==> config.mk <==
export PLATFORM = sky130hd
export DESIGN_NAME = sliding_window_min_max_top
export DESIGN_NICKNAME = d
export VERILOG_FILES = /design/src/rtl/swmm_pkg.sv /design/src/rtl/sliding_window_min_max_top.sv
export SDC_FILE = /design/constraint.sdc
export NUM_CORES = 2
export LEC_CHECK = 0
export CELL_PAD_IN_SITES_DETAIL_PLACEMENT = 0
export CELL_PAD_IN_SITES_GLOBAL_PLACEMENT = 2
export CORE_MARGIN = 4
export CORE_UTILIZATION = 54
export CTS_BUF_LIST = sky130_fd_sc_hd__clkbuf_4
export CTS_CLUSTER_SIZE = 16
export DETAILED_ROUTE_END_ITERATION = 6
export DONT_BUFFER_PORTS = 1
export HOLD_SLACK_MARGIN = 0.02
export PLACE_DENSITY = 0.91
export SYNTH_ARGS = -nofsm -noshare
export SYNTH_HDL_FRONTEND = slang
export SYNTH_MEMORY_MAX_BITS = 65536
export SYNTH_SLANG_ARGS = --single-unit
==> constraint.sdc <==
create_clock -name clk -period 6.95 [get_ports clk]
set_input_delay 2.085 -clock clk [delete_from_list [all_inputs] [get_ports clk]]
set_output_delay 2.085 -clock clk [all_outputs]
set_load 0.05 [all_outputs]
==> src/rtl/swmm_pkg.sv <==
// swmm_pkg: shared constants for the sliding-window min/max block.
// Has no dependencies. Used by sliding_window_min_max_top.
package swmm_pkg;

	localparam int MAX_WINDOW_DEFAULT = 128;

	localparam int SAMPLE_W  = 32;
	localparam int WINDOW_W  = 8;
	localparam int COUNT_W   = 8;

	localparam logic [WINDOW_W-1:0] WINDOW_RESET = 8'd100;

	localparam logic FUNC_ADD   = 1'b0;
	localparam logic FUNC_CLEAR = 1'b1;

endpackage

==> src/rtl/sliding_window_min_max_top.sv <==
// sliding_window_min_max_top: sample ring in a synchronous memory, rescanned
// one entry per cycle for minimum and maximum. Depends on swmm_pkg.
//
//  channel | direction | handshake             | payload
//  --------+-----------+-----------------------+----------------------------------
//  in      | in        | in_valid / in_stall   | func, sample
//  out     | out       | out_valid / out_stall | window_min, window_max, stored_count
//  cfg     | in        | cfg_wr_en             | cfg_wr_data (window_length)
//
// Steps: an add passes from transfer to result through a write state, the scan
//   reads of the held entries, the memory read register, a check that the scan
//   has finished, and the load of the output register. The single memory read
//   port makes the scan read one entry at a time. A clear goes from the write
//   state straight to the load of the output register.
// One item is in work at a time; in_stall is high from transfer until the
//   result is loaded into the output register.
// A result held by out_stall does not block the next transfer in; only the
//   load of the following result waits for it.
// Reset clears control, count, ring position and extremes; the ring memory
//   itself is not cleared (only written entries are ever read).
module sliding_window_min_max_top #(
	parameter int MAX_WINDOW = swmm_pkg::MAX_WINDOW_DEFAULT
) (
	input  logic                                 clk,
	input  logic                                 arst_n,
	// input channel
	input  logic                                 in_valid,
	output logic                                 in_stall,
	input  logic                                 func,
	input  logic signed [swmm_pkg::SAMPLE_W-1:0] sample,
	// output channel
	output logic                                 out_valid,
	input  logic                                 out_stall,
	output logic signed [swmm_pkg::SAMPLE_W-1:0] window_min,
	output logic signed [swmm_pkg::SAMPLE_W-1:0] window_max,
	output logic        [swmm_pkg::COUNT_W-1:0]  stored_count,
	// window length register
	input  logic                                 cfg_wr_en,
	input  logic        [swmm_pkg::WINDOW_W-1:0] cfg_wr_data
);

	// ring holds one spare entry: the new sample goes in before the oldest drops
	localparam int DEPTH = MAX_WINDOW + 1;
	localparam int AW    = $clog2(DEPTH);
	localparam int CW    = $clog2(MAX_WINDOW + 1);
	// compare width: fits held + 1, the window register and MAX_WINDOW
	localparam int CMPW  = ((CW > swmm_pkg::WINDOW_W) ? CW : swmm_pkg::WINDOW_W) + 1;
	localparam int SW    = swmm_pkg::SAMPLE_W;

	localparam logic [1:0] ST_IDLE = 2'd0;
	localparam logic [1:0] ST_WR   = 2'd1;
	localparam logic [1:0] ST_SCAN = 2'd2;
	localparam logic [1:0] ST_DONE = 2'd3;

	logic [1:0]                   state_q;
	logic                         func_q;
	logic signed [SW-1:0]         sample_q;
	logic [swmm_pkg::WINDOW_W-1:0] win_q;
	logic [AW-1:0]                oldest_q;
	logic [CW-1:0]                held_q;
	logic signed [SW-1:0]         min_q;
	logic signed [SW-1:0]         max_q;
	logic [AW-1:0]                rd_ptr_q;
	logic [CW-1:0]                rd_cnt_q;
	logic                         rd_vld_s1;
	logic signed [SW-1:0]         rd_data_s1;
	logic                         out_valid_q;
	logic signed [SW-1:0]         out_min_q;
	logic signed [SW-1:0]         out_max_q;
	logic [swmm_pkg::COUNT_W-1:0] out_count_q;

	logic [SW-1:0]                ring_mem [DEPTH];

	logic                         in_xfer;
	logic                         out_xfer;
	logic                         mem_we;
	logic [AW:0]                  wr_sum;
	logic [AW-1:0]                wr_addr;
	logic [AW-1:0]                oldest_next;
	logic [CMPW-1:0]              held_inc;
	logic [CMPW-1:0]              limit;
	logic                         drop_oldest;

	assign in_stall = (state_q != ST_IDLE);
	assign in_xfer  = in_valid && !in_stall;
	assign out_xfer = out_valid_q && !out_stall;

	// effective window: register saturated at the ring's usable depth
	assign limit = (CMPW'(win_q) > CMPW'(MAX_WINDOW)) ? CMPW'(MAX_WINDOW) : CMPW'(win_q);

	// write slot = oldest + held, wrapped once (both below DEPTH)
	assign wr_sum  = (AW+1)'(oldest_q) + (AW+1)'(held_q);
	assign wr_addr = (wr_sum >= (AW+1)'(DEPTH)) ? AW'(wr_sum - (AW+1)'(DEPTH))
	                                            : AW'(wr_sum);

	assign held_inc    = CMPW'(held_q) + CMPW'(1);
	assign drop_oldest = (held_inc > limit);
	assign oldest_next = (oldest_q == AW'(DEPTH - 1)) ? '0 : oldest_q + AW'(1);

	assign mem_we = (state_q == ST_WR) && (func_q == swmm_pkg::FUNC_ADD);

	// Ring memory: written in ST_WR; reads are taken up only when issued in
	// ST_SCAN, so a used read never meets a write to the same entry in one cycle.
	always_ff @(posedge clk) begin
		if (mem_we) begin
			ring_mem[wr_addr] <= sample_q;
		end
		rd_data_s1 <= ring_mem[rd_ptr_q];
	end

	// item payload capture
	always_ff @(posedge clk) begin
		if (in_xfer) begin
			func_q   <= func;
			sample_q <= sample;
		end
	end

	// window length register
	always_ff @(posedge clk or negedge arst_n) begin
		if (!arst_n) begin
			win_q <= swmm_pkg::WINDOW_RESET;
		end else if (cfg_wr_en) begin
			win_q <= cfg_wr_data;
		end
	end

	// sequencer, ring pointers and running extremes
	always_ff @(posedge clk or negedge arst_n) begin
		if (!arst_n) begin
			state_q   <= ST_IDLE;
			oldest_q  <= '0;
			held_q    <= '0;
			min_q     <= '0;
			max_q     <= '0;
			rd_ptr_q  <= '0;
			rd_cnt_q  <= '0;
			rd_vld_s1 <= 1'b0;
		end else begin
			rd_vld_s1 <= 1'b0;

			// fold in a sample returned by the memory
			if (rd_vld_s1) begin
				if (rd_data_s1 < min_q) begin
					min_q <= rd_data_s1;
				end
				if (rd_data_s1 > max_q) begin
					max_q <= rd_data_s1;
				end
			end

			case (state_q)
				ST_IDLE: begin
					if (in_xfer) begin
						state_q <= ST_WR;
					end
				end
				ST_WR: begin
					if (func_q == swmm_pkg::FUNC_CLEAR) begin
						held_q   <= '0;
						oldest_q <= '0;
						state_q  <= ST_DONE;
					end else begin
						// new sample seeds both extremes
						min_q    <= sample_q;
						max_q    <= sample_q;
						rd_cnt_q <= '0;
						if (drop_oldest) begin
							oldest_q <= oldest_next;
							rd_ptr_q <= oldest_next;
						end else begin
							held_q   <= CW'(held_inc);
							rd_ptr_q <= oldest_q;
						end
						state_q <= ST_SCAN;
					end
				end
				ST_SCAN: begin
					if (rd_cnt_q != held_q) begin
						rd_vld_s1 <= 1'b1;
						rd_cnt_q  <= rd_cnt_q + CW'(1);
						rd_ptr_q  <= (rd_ptr_q == AW'(DEPTH - 1)) ? '0 : rd_ptr_q + AW'(1);
					end else if (!rd_vld_s1) begin
						state_q <= ST_DONE;
					end
				end
				ST_DONE: begin
					if (!out_valid_q || !out_stall) begin
						state_q <= ST_IDLE;
					end
				end
				default: begin
					state_q <= ST_IDLE;
				end
			endcase
		end
	end

	// output register
	always_ff @(posedge clk or negedge arst_n) begin
		if (!arst_n) begin
			out_valid_q <= 1'b0;
		end else if ((state_q == ST_DONE) && (!out_valid_q || !out_stall)) begin
			out_valid_q <= 1'b1;
		end else if (out_xfer) begin
			out_valid_q <= 1'b0;
		end
	end

	always_ff @(posedge clk) begin
		if ((state_q == ST_DONE) && (!out_valid_q || !out_stall)) begin
			out_min_q   <= min_q;
			out_max_q   <= max_q;
			out_count_q <= swmm_pkg::COUNT_W'(held_q);
		end
	end

	assign out_valid    = out_valid_q;
	assign window_min   = out_min_q;
	assign window_max   = out_max_q;
	assign stored_count = out_count_q;

`ifndef SYNTHESIS
	a_held_bound: assert property (@(posedge clk) disable iff (!arst_n)
		CMPW'(held_q) <= CMPW'(MAX_WINDOW))
		else $error("held count above ring capacity");

	a_scan_bound: assert property (@(posedge clk) disable iff (!arst_n)
		(state_q == ST_SCAN) |-> (rd_cnt_q <= held_q))
		else $error("scan counter ran past held count");

	a_read_in_scan: assert property (@(posedge clk) disable iff (!arst_n)
		rd_vld_s1 |-> ($past(state_q) == ST_SCAN))
		else $error("memory read returned outside scan");

	a_load_from_done: assert property (@(posedge clk) disable iff (!arst_n)
		$rose(out_valid_q) |-> ($past(state_q) == ST_DONE))
		else $error("result loaded without finished item");

	a_no_write_in_scan: assert property (@(posedge clk) disable iff (!arst_n)
		(state_q == ST_SCAN) |-> !mem_we)
		else $error("ring written during scan");
`endif

endmodule

==> metrics <==
run status finished, violations left; violations in the final reports design-rule violations; Clk network pwr share 29.4%; Min Clock Period, post-route 5.60 ns; launching element type of the critical path flip-flop; fraction of post-synthesis cell area in the top cell type by area 75.2%; max capacitance violation total 0; post-layout utilization of the core approximately three fifths; final global-route overflow total 0; worst r2r dst ring_mem[0][23]$_DFFE_PP_; gate count after technology mapping 7135; wire length of the first global-routing pass 616 mm; Worst R2R Start held_q[0]$_DFFE_PN0P_; Post-Route Skew about 0.11 ns; total nets after synthesis 7274; Net Switching ~22 mW; transition time of the tightest slew-check pin 1.39 ns; IR Drop Worst-Case VDD 0.348 mV; maximum level of the CTS H-tree 7; initial standard-cell utilization of the core between 50% and 60%; share of total power consumed by net switching 31.1%; top post-synthesis cells by area edfxtp_1, mux4_2, dfrtp_1, ha_1, mux2i_1; vias in the first global route 84.8k; total global-route track usage between 20 and 30%; CP Launch Point held_q[0]$_DFFE_PN0P_; final-report setup violation count 0; standard cell core area 0.312 mm2; largest family of logic cells by synthesized area multiplexers; Synth Register Bits 4373; simple logic cell fraction of the synthesized area 1.27%; Crit path required time 8.12 ns; cell internal pwr 47.9 mW; drt initial violations between 10k and 15k; crit path kind reg2reg; worst-case reg-to-reg path depth 10; class of the most critical hold timing path in2async; arrival time of the worst setup path 6.77 ns; flip-flop cell with the highest count after synthesis edfxtp_1; aggregate routed wire length between 400 and 500 mm; number of synthesized flops with an enable pin ~4.2k; average detailed-routed wire length per instance 33.2 um; placement-stage worst setup slack 1.44 ns; Post-Route Setup TNS 0 ns; number of detailed-routing iterations run before antenna repair 7; HPWL after detailed placement about 250 mm; setup repair after global routing missed its margin false; reported leakage power roughly 59 nW; setup slack after layout between 1 and 1.5 ns; antenna violations before repair ~70; remaining design rule violation count 1; hold violation count in the final report 0; Synth Area in Adders 0.692%; Hold WS slightly above 0.3 ns; clock tree root driver cell clkbuf_4; count of cell types in the netlist between 80 and 90; number of placed I/O pins 120; IO Port Bufs 0; proportion of register bits with asynchronous set or reset after synthesis 2.47%; fraction of final layout cells sized beyond drive strength 1 approximately two fifths; maximum root-to-sink buffer count 5; Clock Pin Slew Worst Setup and Hold Paths 0.07 ns; post-detailed-route via-to-cell ratio 6.54; post-synthesis to final-layout area growth 11.8%; Post-DRT Antenna Nets 0; part of the total power dissipated in combinational logic 24.8%; worst-skew pair later-pin latency 1.64 ns; leading cell type by number of instances after synthesis edfxtp_1; kind of end point of the critical path flip-flop; areal power density over the cells 367 mW/mm2; warnings from Yosys 0; total placed instance area around 0.18 mm2; chip height approximately 570 um; most common library cells after synthesis edfxtp_1, mux4_2, clkbuf_1; Die X 568 um; fraction of the mapped netlist area in compound gates 1.15%; CTS sink count between 4k and 5k; average cell area after synthesis 23.7 um2; portion of the post-synthesis area used by sequential elements 77.1%; post-CTS setup buffer count 0; Inserted Clock Buffers around 1.1k; die outline area 0.322 mm2; Routability Congestion 0.866; pin count of the biggest net entering global routing between 100 and 150; top fanout value on the critical path 32; Site Rows 205; vias post-DR 85.0k; max-slew violation count 0; Fmax achieved 179 MHz; setup slack, reg-to-reg 1.35 ns; post-synth top area cell edfxtp_1; netlist area before placement 0.169 mm2; headroom to the max-slew limit 7.28%; final period utilization 80.5%; number of nets in the layout 8301; sequential fraction of design power 45.8%; post-synthesis xor/xnor area fraction 0.178%; CTS tree done; final cell area excluding filler cells 0.189 mm2; multiplexer area fraction after synthesis 18.4%
through the flow:
stage,instances,power (mW)
floorplan,7135,42.4
global placement,11200,49.0
detailed placement,11200,49.3
CTS,13000,69.6
global route,13000,72.1
finish,13000,69.5
final cells by class:
| class | instances | area (um2) |
|---|---|---|
| flip-flops and latches | 4373 | 130000 |
| diodes | 56 | 140 |
| inverters | 94 | 353 |
| multi-input cells | 2294 | 37500 |
| clock inverters | 215 | 1080 |
| clock buffers | 1565 | 11700 |
| fillers | 20900 | 123000 |
| repair buffers | 275 | 2550 |
| well taps | 4140 | 5180 |
critical path, cell delays in order, from the launching register on:
cell and delay, ns:
dfrtp_1 0.49, ha_1 0.30, fa_1 0.71, inv_1 0.13, nand2_1 0.32, nor2_1 0.07, and4_1 0.33, o21ai_4 0.37
mux2i_1 0.49, nand3_2 0.77, nor2_4 1.15
timing repair:
item,in CTS,in global routing
hold endpoints to repair,104,0
hold buffers,2,0
gates resized for setup,0,0
per-layer routing:
layer  global-route usage, %  vias to the layer above  wire length (um)
met5                       0                        -               169
met4                    9.11                       24             12400
met3                    9.19                      725             61700
met2                    39.5                     6697            198000
met1                    39.2                    44200            159000
li1                        -                    33400                 -
state kept, by name (all words and copies together), names as in the netlist, 32 cells and up:
signal,count
window_max,32
max_q,32
window_min,32
sample_q,32
rd_data_s1,32
ring_mem,4128
min_q,32
kinds of logic after synthesis:
| family | count (synthesis) |
|---|---|
| xor+xnor | 32 |
| flops | 4373 |
| compound gates | 284 |
| buf+inv | 468 |
| mux | 1431 |
| fa+ha+maj | 93 |
| simple gates | 454 |
worst max path at each step:
stage                                            to  depth (start not counted)
after detailed placement  ring_mem[0][21]$_DFFE_PP_                         10
after global placement    ring_mem[0][21]$_DFFE_PP_                         10
final                     ring_mem[0][23]$_DFFE_PP_                         10
after CTS                  ring_mem[0][8]$_DFFE_PP_                         10
after global routing       ring_mem[0][8]$_DFFE_PP_                         10
after floorplan           ring_mem[44][0]$_DFFE_PP_                         13
cell usage in the layout (no fill, tap or decap), types with 47 or more instances in the layout:
master	n
inv_1	93
nor2_1	70
a21oi_1	73
dfrtp_1	97
nor3_2	64
nor3_1	47
nor2_4	56
nand2_1	97
clkinv_1	171
clkbuf_4	1565
ha_1	92
mux4_2	1339
diode_2	56
mux2i_1	79
edfxtp_1	4233
buf_4	236
power groups by stage:
| stage | Sequential, mW | Combinational, mW | Clock (mW) |
|---|---|---|---|
| 2_1_floorplan | 32.5 | 9.91 | 0 |
| 3_3_place_gp | 32.3 | 16.7 | 0 |
| 3_5_place_dp | 32.4 | 17.0 | 0 |
| 4_1_cts | 31.8 | 17.1 | 20.8 |
| 5_1_grt | 31.8 | 17.8 | 22.4 |
| 6_report | 31.8 | 17.2 | 20.4 |
(Power assumes the default switching activity.)
